==> config.mk <==
export PLATFORM = sky130hd
export DESIGN_NAME = modem_response_matcher_core
export DESIGN_NICKNAME = d
export VERILOG_FILES = /design/src/design/mrm_pkg.sv /design/src/design/mrm_scan.sv /design/src/design/mrm_line.sv /design/src/design/mrm_outbuf.sv /design/src/design/modem_response_matcher_core.sv
export VERILOG_INCLUDE_DIRS = /design/src /design/src/design
export SDC_FILE = /design/constraint.sdc
export NUM_CORES = 1
export LEC_CHECK = 0
export BUFFER_PORTS_ARGS = -buffer_cell sky130_fd_sc_hd__buf_2
export CELL_PAD_IN_SITES_DETAIL_PLACEMENT = 1
export CELL_PAD_IN_SITES_GLOBAL_PLACEMENT = 1
export CORE_UTILIZATION = 30
export DETAILED_ROUTE_END_ITERATION = 8
export GPL_TIMING_DRIVEN = 0
export PLACE_DENSITY_LB_ADDON = 0.1
export SKIP_LAST_GASP = 1
export SYNTH_ARGS = -nofsm -noshare
export SYNTH_HDL_FRONTEND = slang
export SYNTH_SLANG_ARGS = --single-unit
==> constraint.sdc <==
create_clock -name i_clk -period 10.2 [get_ports i_clk]
set_clock_uncertainty 0.1 [all_clocks]
set_input_delay 0.51 -clock i_clk [delete_from_list [all_inputs] [get_ports i_clk]]
set_output_delay 0.51 -clock i_clk [all_outputs]
set_load 0.005 [all_outputs]
==> src/design/modem_response_matcher_core_macros.svh <==
// Assertion macros used by the modem response matcher line capture module
`ifndef MODEM_RESPONSE_MATCHER_CORE_MACROS_SVH
`define MODEM_RESPONSE_MATCHER_CORE_MACROS_SVH

// Check that a condition implies another condition in the same cycle
`define MRM_ASSERT_SAME(lbl, clk, rst_n, ante, cons) \
    lbl: assert property (@(posedge clk) disable iff (!(rst_n)) (ante) |-> (cons)) \
        else $error("same-cycle check failed");

// Check that a condition implies another condition in the next cycle
`define MRM_ASSERT_NEXT(lbl, clk, rst_n, ante, cons) \
    lbl: assert property (@(posedge clk) disable iff (!(rst_n)) (ante) |=> (cons)) \
        else $error("next-cycle check failed");

`endif

==> src/design/mrm_pkg.sv <==
// Types and constants for the modem response matcher
package mrm_pkg;

    localparam int WIN_LEN   = 22;
    localparam int POS_OUT_W = 9;

    // Operation codes
    localparam logic OP_RX  = 1'b0;
    localparam logic OP_ACK = 1'b1;

    // Characters
    localparam logic [7:0] CH_PROMPT = 8'h3E;  // '>'
    localparam logic [7:0] CH_O      = 8'h4F;
    localparam logic [7:0] CH_K      = 8'h4B;
    localparam logic [7:0] CH_PLUS   = 8'h2B;
    localparam logic [7:0] CH_QUOTE  = 8'h22;
    localparam logic [7:0] CH_ONE    = 8'h31;
    localparam logic [7:0] CH_FIVE   = 8'h35;
    localparam logic [7:0] CH_CR     = 8'h0D;
    localparam logic [7:0] CH_LF     = 8'h0A;

    // Fixed strings, first character in the top byte
    localparam logic [47:0] STR_READY  = 48'h20_52_65_61_64_79;    // " Ready"
    localparam logic [39:0] STR_CREG   = 40'h43_52_45_47_3A;       // "CREG:"
    localparam logic [55:0] STR_CMT    = 56'h2B_43_4D_54_3A_20_22; // "+CMT: \""

    // Second CR of a line
    localparam logic [1:0] CR_LINE_END = 2'd2;

    // Match window, element WIN_LEN-1 is the newest byte
    typedef logic [WIN_LEN-1:0][7:0] t_window;

    typedef struct packed {
        logic        prompt_seen;
        logic        ok_seen;
        logic        call_ready_seen;
        logic        registered_seen;
        logic        phone_captured;
        logic [63:0] phone_chars_first;
        logic [23:0] phone_chars_rest;
    } t_scan;

    typedef struct packed {
        logic                 line_byte_valid;
        logic [POS_OUT_W-1:0] line_position;
        logic [7:0]           line_byte;
        logic                 sms_line_done;
    } t_line_out;

    typedef struct packed {
        t_scan     scan;
        t_line_out line;
    } t_result;

endpackage

==> src/design/mrm_scan.sv <==
// Pattern compares and caller number extraction over the shifted window
module mrm_scan (
    input  mrm_pkg::t_window i_window,
    input  logic             i_enable,
    output mrm_pkg::t_scan   o_scan
);

    logic header;
    logic national;
    logic intl;

    // Match the message header and the two number formats
    assign header   = ({i_window[0], i_window[1], i_window[2], i_window[3],
                        i_window[4], i_window[5], i_window[6]} == mrm_pkg::STR_CMT);
    assign national = header && (i_window[18] == mrm_pkg::CH_QUOTE);
    assign intl     = header && (i_window[21] == mrm_pkg::CH_QUOTE)
                      && (i_window[7] == mrm_pkg::CH_PLUS);

    // Flag the fixed responses and pack the number, international first
    always_comb begin
        o_scan = '0;
        if (i_enable) begin
            o_scan.prompt_seen     = (i_window[21] == mrm_pkg::CH_PROMPT);
            o_scan.ok_seen         = (i_window[18] == mrm_pkg::CH_O)
                                     && (i_window[19] == mrm_pkg::CH_K);
            o_scan.call_ready_seen = ({i_window[14], i_window[15], i_window[16],
                                       i_window[17], i_window[18], i_window[19]}
                                      == mrm_pkg::STR_READY);
            o_scan.registered_seen = ({i_window[11], i_window[12], i_window[13],
                                       i_window[14], i_window[15]} == mrm_pkg::STR_CREG)
                                     && ((i_window[19] == mrm_pkg::CH_ONE)
                                         || (i_window[19] == mrm_pkg::CH_FIVE));
            o_scan.phone_captured  = intl || national;
            if (intl) begin
                o_scan.phone_chars_first = {i_window[10], i_window[11], i_window[12],
                                            i_window[13], i_window[14], i_window[15],
                                            i_window[16], i_window[17]};
                o_scan.phone_chars_rest  = {i_window[18], i_window[19], i_window[20]};
            end else if (national) begin
                o_scan.phone_chars_first = {i_window[7], i_window[8], i_window[9],
                                            i_window[10], i_window[11], i_window[12],
                                            i_window[13], i_window[14]};
                o_scan.phone_chars_rest  = {i_window[15], i_window[16], i_window[17]};
            end
        end
    end

endmodule

==> src/design/mrm_line.sv <==
// Message line capture: arming, CR counting, byte indexing and pending flag
`include "modem_response_matcher_core_macros.svh"

module mrm_line #(
    parameter int LINE_DEPTH = 256
) (
    input  logic               i_clk,
    input  logic               i_rst_n,
    input  logic               i_en,
    input  logic               i_op,
    input  logic [7:0]         i_byte,
    input  logic               i_phone_hit,
    output mrm_pkg::t_line_out o_line
);

    localparam int                POS_W   = $clog2(LINE_DEPTH + 1);
    localparam logic [POS_W-1:0] DEPTH_L = POS_W'(LINE_DEPTH);

    logic             r_armed,    n_armed;
    logic             r_pending,  n_pending;
    logic [1:0]       r_cr_count, n_cr_count;
    logic             r_in_line,  n_in_line;
    logic [POS_W-1:0] r_line_pos, n_line_pos;
    logic [1:0]       cr_inc;

    assign cr_inc = r_cr_count + 2'd1;

    // Work out the next capture state and this transaction's line output
    always_comb begin
        n_armed    = r_armed;
        n_pending  = r_pending;
        n_cr_count = r_cr_count;
        n_in_line  = r_in_line;
        n_line_pos = r_line_pos;
        o_line     = '0;
        if (i_op == mrm_pkg::OP_ACK) begin
            n_pending = 1'b0;
        end else begin
            if (i_phone_hit) begin
                n_armed = 1'b1;
            end
            if (n_armed && !r_pending) begin
                if (i_byte == mrm_pkg::CH_CR) begin
                    if (cr_inc == mrm_pkg::CR_LINE_END) begin
                        n_cr_count           = '0;
                        n_armed              = 1'b0;
                        n_in_line            = 1'b0;
                        n_pending            = 1'b1;
                        o_line.sms_line_done = 1'b1;
                        o_line.line_position = mrm_pkg::POS_OUT_W'(r_line_pos);
                    end else begin
                        n_cr_count = cr_inc;
                    end
                end else if (i_byte == mrm_pkg::CH_LF) begin
                    n_line_pos = '0;
                    n_in_line  = 1'b1;
                end else if (r_in_line) begin
                    if (r_line_pos < DEPTH_L) begin
                        o_line.line_byte_valid = 1'b1;
                        o_line.line_position   = mrm_pkg::POS_OUT_W'(r_line_pos);
                        o_line.line_byte       = i_byte;
                        n_line_pos             = r_line_pos + POS_W'(1);
                    end else begin
                        // Overflow: drop the byte and abort the line
                        n_in_line  = 1'b0;
                        n_cr_count = '0;
                    end
                end
            end
        end
    end

    // Advance state on each accepted transaction
    always_ff @(posedge i_clk) begin
        if (!i_rst_n) begin
            r_armed    <= 1'b0;
            r_pending  <= 1'b0;
            r_cr_count <= '0;
            r_in_line  <= 1'b0;
            r_line_pos <= '0;
        end else if (i_en) begin
            r_armed    <= n_armed;
            r_pending  <= n_pending;
            r_cr_count <= n_cr_count;
            r_in_line  <= n_in_line;
            r_line_pos <= n_line_pos;
        end
    end

    `MRM_ASSERT_NEXT(a_done_sets_pending, i_clk, i_rst_n, i_en && o_line.sms_line_done, r_pending && !r_armed)
    `MRM_ASSERT_SAME(a_line_not_pending, i_clk, i_rst_n, r_in_line, !r_pending)
    `MRM_ASSERT_SAME(a_byte_or_done, i_clk, i_rst_n, o_line.line_byte_valid, !o_line.sms_line_done)

endmodule

==> src/design/mrm_outbuf.sv <==
// Result register with a skid stage so input is taken while a result waits
module mrm_outbuf (
    input  logic             i_clk,
    input  logic             i_rst_n,
    input  logic             i_valid,
    input  mrm_pkg::t_result i_data,
    output logic             o_ready,
    output logic             o_valid,
    output mrm_pkg::t_result o_data,
    input  logic             i_ready
);

    logic             r_out_valid;
    logic             r_skid_valid;
    mrm_pkg::t_result r_out;
    mrm_pkg::t_result r_skid;
    logic             push;
    logic             pop;

    assign o_ready = !r_skid_valid;
    assign o_valid = r_out_valid;
    assign o_data  = r_out;
    assign push    = i_valid && !r_skid_valid;
    assign pop     = r_out_valid && i_ready;

    // Control: refill the result register from skid first, then from input
    always_ff @(posedge i_clk) begin
        if (!i_rst_n) begin
            r_out_valid  <= 1'b0;
            r_skid_valid <= 1'b0;
        end else if (!r_out_valid || pop) begin
            if (r_skid_valid) begin
                r_out_valid  <= 1'b1;
                r_skid_valid <= 1'b0;
            end else begin
                r_out_valid  <= push;
            end
        end else if (push) begin
            r_skid_valid <= 1'b1;
        end
    end

    // Payload: move data alongside the control
    always_ff @(posedge i_clk) begin
        if (!r_out_valid || pop) begin
            if (r_skid_valid) begin
                r_out <= r_skid;
            end else if (push) begin
                r_out <= i_data;
            end
        end else if (push) begin
            r_skid <= i_data;
        end
    end

endmodule

==> src/design/modem_response_matcher_core.sv <==
// An accepted transaction's result is registered in the result register, or held in the skid
// stage while a stalled result still holds the result register.
// Throughput: one transaction per cycle while o_in_ready is high; window shift, compares
// and line capture all complete in one pass into a result register backed by a skid stage.
// o_in_ready drops only while both the result register and skid stage are full.
// Reset (synchronous, active low) zeroes the window, clears capture state, empties the buffer.
module modem_response_matcher_core #(
    parameter int LINE_DEPTH = 256
) (
    input  logic        i_clk,
    input  logic        i_rst_n,
    input  logic        i_in_valid,
    output logic        o_in_ready,
    input  logic        i_op,
    input  logic [7:0]  i_rx_byte,
    output logic        o_out_valid,
    input  logic        i_out_ready,
    output logic        o_prompt_seen,
    output logic        o_ok_seen,
    output logic        o_call_ready_seen,
    output logic        o_registered_seen,
    output logic        o_phone_captured,
    output logic [63:0] o_phone_chars_first,
    output logic [23:0] o_phone_chars_rest,
    output logic        o_line_byte_valid,
    output logic [8:0]  o_line_position,
    output logic [7:0]  o_line_byte,
    output logic        o_sms_line_done
);

    mrm_pkg::t_window   r_window;
    mrm_pkg::t_window   n_window;
    mrm_pkg::t_scan     scan;
    mrm_pkg::t_line_out line_out;
    mrm_pkg::t_result   result;
    mrm_pkg::t_result   out_data;
    logic               accept;
    logic               is_rx;

    assign accept   = i_in_valid && o_in_ready;
    assign is_rx    = (i_op == mrm_pkg::OP_RX);
    assign n_window = {i_rx_byte, r_window[mrm_pkg::WIN_LEN-1:1]};

    // Shift the received byte into the window
    always_ff @(posedge i_clk) begin
        if (!i_rst_n) begin
            r_window <= '0;
        end else if (accept && is_rx) begin
            r_window <= n_window;
        end
    end

    mrm_scan u_scan (
        .i_window (n_window),
        .i_enable (is_rx),
        .o_scan   (scan)
    );

    mrm_line #(
        .LINE_DEPTH (LINE_DEPTH)
    ) u_line (
        .i_clk       (i_clk),
        .i_rst_n     (i_rst_n),
        .i_en        (accept),
        .i_op        (i_op),
        .i_byte      (i_rx_byte),
        .i_phone_hit (scan.phone_captured),
        .o_line      (line_out)
    );

    assign result.scan = scan;
    assign result.line = line_out;

    mrm_outbuf u_outbuf (
        .i_clk   (i_clk),
        .i_rst_n (i_rst_n),
        .i_valid (i_in_valid),
        .i_data  (result),
        .o_ready (o_in_ready),
        .o_valid (o_out_valid),
        .o_data  (out_data),
        .i_ready (i_out_ready)
    );

    // Unpack the result transaction onto the ports
    assign o_prompt_seen       = out_data.scan.prompt_seen;
    assign o_ok_seen           = out_data.scan.ok_seen;
    assign o_call_ready_seen   = out_data.scan.call_ready_seen;
    assign o_registered_seen   = out_data.scan.registered_seen;
    assign o_phone_captured    = out_data.scan.phone_captured;
    assign o_phone_chars_first = out_data.scan.phone_chars_first;
    assign o_phone_chars_rest  = out_data.scan.phone_chars_rest;
    assign o_line_byte_valid   = out_data.line.line_byte_valid;
    assign o_line_position     = out_data.line.line_position;
    assign o_line_byte         = out_data.line.line_byte;
    assign o_sms_line_done     = out_data.line.sms_line_done;

endmodule
==> flow_summary_export.csv <==
group,metric,value,unit
clock_tree,cts.path.max_buffers,3,
layout,multi_input_area,6037,sq um
power_and_ir_drop,p_leak,6.483,nW
critical_path,cp-end-kind,"flip-flop",
layout,area_growth,19.72,%
die,die_y,239.7,um
die,io_pins,127,
synthesis,syn_nets,1608,
power_and_ir_drop,cellInternalPower,0.002875,W
routing,antenna_left,0,
synthesis,synth_async_sr_flop_share,0,%
synthesis,syn_avg_cell_area,10.63,sq um
placement,routabilityCongestion,0.8384,
synthesis,synth_flop_cell,"edfxtp_1",
power_and_ir_drop,power_density,182.4,nW/um^2
clock_tree,cts_root_buffer,"clkbuf_16",
clock_tree,cts_num_sinks,408,
synthesis,syn-cell-area,16940,sq um
die,num_rows,86,
critical_path,path_class,"flip-flop to flip-flop",
sta,rsz0062_at_grt,"no",
layout,final_common_cell,"nand2_1",
global_routing,grt_pass1_vias,13170,
layout,fillCellCount,6169,
routing,first_pass_iters,5,
layout,post-route-util,36.60,%
critical_path,cp_max_fo,10,
die,fp.coreArea,55420,sq um
layout,regArea,10410,sq um
layout,drive_gt1_share,13.33,%
die,start_util,30.58,%
routing,wl,56440,um
sta,setup-tns-final,0,ns
synthesis,ys_ff_latch,408,
power_and_ir_drop,switchingPower,0.0008241,W
critical_path,required,10.39,ns
global_routing,antenna_found_initial,1,
critical_path,r2r_slack,6.59,ns
critical_path,r2r_start,"n_window[31]$_SDFFE_PN0P_",
clock_tree,cts_resized,0,
clock_tree,numCtsBuffers,48,
sta,fmax,0.2772,GHz
sta,finalHoldViolations,0,
clock_tree,cts_setup_buffers,0,
clock_tree,h-tree-depth,2,
placement,io_buffers,125,
sta,slew_violations,0,
min_path,min_path_type,"input pin to flip-flop",
critical_path,reg2reg_depth,8,
power_and_ir_drop,p_clk_share,47.4,%
power_and_ir_drop,sequentialPowerShare,48.3,%
clock_tree,insertion_delay,0.60,ns
routing,routed_via_density,5.032,
min_path,hold_depth,3,
layout,final_cell_mix,"439 x nand2_1, 224 x edfxtp_1, 184 x dfxtp_1",
die,die_w,239.7,um
critical_path,arrival,3.80,ns
placement,hpwl,40550,um
clock_tree,ctsHoldBuffers,0,
critical_path,worstSetupStartpointType,"flip-flop",
sta,setup_viol,0,
layout,finalNetCount,1790,
power_and_ir_drop,vdd.ir_drop.worst,0.1082,mV
global_routing,grt_max_degree,58,
synthesis,synth-edff-count,224,
die,dieArea,57430,sq um
synthesis,syn_inst,1594,
routing,routedWlPerCell,22.00,um
power_and_ir_drop,p_sw_share,22.28,%
routing,vias,12910,
sta,post-route-period-util,35.37,%
global_routing,grt_pass1_wl,85310,um
routing,drtIter0Drc,576,
global_routing,grt_util_all_layers,19.84,%
synthesis,yosysWarningCount,0,
power_and_ir_drop,combPwrFrac,4.3,%
clock_tree,cts_tree,"done",
clock_tree,cts.reportedPaths.clkPinSlew,0.06,ns
synthesis,synth_seq_area_share,61.44,%
run_status,status,"completed",
job,cap_violations,0,
sta,period_needed,3.608,ns
min_path,whs_endpoint,"n_window[161]$_SDFFE_PN0P_",
global_routing,overflow,0,
critical_path,r2r-end,"u_outbuf.o_data[76]$_DFFE_PP_",
sta,max_slew_margin,22.75,%
min_path,min_from,"i_rx_byte[1]",
sta,tightest_slew,1.159,ns
routing,drc,0,
synthesis,ys_types,55,
-- area by class of cell --
| class | instances | share of cell area (%) |
|---|---|---|
| antenna | 1 | 0.01234 |
| buffer | 119 | 2.449 |
| clock buffer | 72 | 6.767 |
| clock inverter | 18 | 1.079 |
| inverter | 4 | 0.07402 |
| multi-input combinational | 1063 | 29.76 |
| sequential | 408 | 51.32 |
| tap | 748 | 4.614 |
| timing repair buffer | 132 | 3.923 |
-- cells by family after synthesis --
kind of cell | share of synthesized area [%]
adder cells (fa/ha/maj) | 0.07383
AO/OA/AOI/OAI | 16.95
buffers and inverters | 3.020
flip-flops | 61.44
AND/OR/NAND/NOR | 17.46
multiplexers | 1.056
-- synthesized netlist by cell type (2+ instances only) --
cell type / number / area, sq um
o211a_1: 3 / 30.03
nand3_1: 9 / 45.04
nor4_4: 3 / 63.81
nand4_1: 10 / 62.56
and3_1: 6 / 37.54
mux2_2: 7 / 78.83
o21a_1: 3 / 22.52
nor4b_2: 3 / 45.04
nor3b_1: 5 / 37.54
a21oi_1: 12 / 60.06
buf_2: 7 / 35.03
nor2b_1: 2 / 12.51
dfxtp_1: 184 / 3684
and2_1: 17 / 106.4
or4b_2: 2 / 20.02
nor4_1: 11 / 68.82
mux2i_1: 10 / 100.1
clkbuf_1: 99 / 371.6
buf_4: 11 / 82.58
nor3_1: 8 / 40.04
nor4bb_1: 9 / 90.09
and4b_1: 4 / 40.04
inv_1: 4 / 15.01
nor2_1: 94 / 352.8
or4_1: 3 / 22.52
or2_2: 2 / 12.51
nand2b_1: 7 / 43.79
nand4b_1: 6 / 52.55
nand2_1: 439 / 1648
nor4b_1: 10 / 87.58
o311ai_0: 6 / 52.55
a22oi_1: 73 / 548.0
buf_1: 2 / 7.510
edfxtp_1: 224 / 6726
o31ai_1: 77 / 578.1
a21boi_0: 169 / 1269
a22o_1: 15 / 131.4
o21ai_0: 21 / 105.1
-- critical path: stages, from the launching register on --
cell	delay (ns)
dfxtp_1	0.33
nor4_1	0.50
nand4_1	0.29
nor4_4	0.51
nor3b_1	0.23
buf_2	0.33
buf_4	0.26
a22oi_1	0.14
o31ai_1	0.61
-- power groups by stage --
stage / clock network (W) / logic, W / registers, W
floorplan: 0 / 0.0000711 / 0.00183
global route: 0.00186 / 0.000173 / 0.00179
global placement: 0 / 0.000152 / 0.00183
detailed placement: 0 / 0.000162 / 0.00182
CTS: 0.00180 / 0.000162 / 0.00179
finish: 0.00176 / 0.000158 / 0.00179
-- worst max-delay path by stage --
stage	start	to	slack, ns
finish	n_window[31]$_SDFFE_PN0P_	u_outbuf.o_data[76]$_DFFE_PP_	6.59
global route	u_outbuf.r_skid_valid$_SDFFE_PP0P_	n_window[37]$_SDFFE_PN0P_	6.29
CTS	u_outbuf.r_skid_valid$_SDFFE_PP0P_	n_window[43]$_SDFFE_PN0P_	6.49
detailed placement	u_outbuf.r_skid_valid$_SDFFE_PP0P_	n_window[36]$_SDFFE_PN0P_	6.53
global placement	u_outbuf.r_skid_valid$_SDFFE_PP0P_	u_outbuf.r_skid[69]$_DFFE_PP_	0.08
floorplan	u_outbuf.r_skid_valid$_SDFFE_PP0P_	u_outbuf.r_skid[0]$_DFFE_PP_	3.95
-- through the flow --
| step | hold slack, ns | setup slack [ns] | area (sq um) | cells | power, W |
|---|---|---|---|---|---|
| floorplan | 0.3282 | 3.954 | 16940 | 1594 | 0.001899 |
| global placement | 0.3328 | 0.08023 | 18510 | 2467 | 0.001980 |
| detailed placement | 0.3593 | 6.528 | 18690 | 2474 | 0.001983 |
| CTS | 0.1389 | 6.487 | 20280 | 2564 | 0.003753 |
| global route | 0.1677 | 6.290 | 20280 | 2564 | 0.003825 |
| finish | 0.1739 | 6.592 | 20280 | 2565 | 0.003699 |
-- registers in the layout, summed over array words and instances, names as in the netlist --
| name | count |
|---|---|
| u_outbuf.r_skid | 112 |
| u_line.r_pending | 1 |
| u_line.r_armed | 1 |
| u_line.r_cr_count | 2 |
| u_outbuf.o_data | 112 |
| u_line.r_line_pos | 9 |
| n_window | 168 |
| u_outbuf.o_valid | 1 |
| u_outbuf.r_skid_valid | 1 |
| u_line.r_in_line | 1 |
-- routing by layer --
layer  GRT usage (%)  share of wire (%)  vias up
met5               0                  0        -
li1                -                  -     6112
met2           31.89                 46      236
met4           5.575                2.4        0
met3           2.835                3.8       80
met1           27.64                 48     6479
Power figures use the tool's default switching activity.
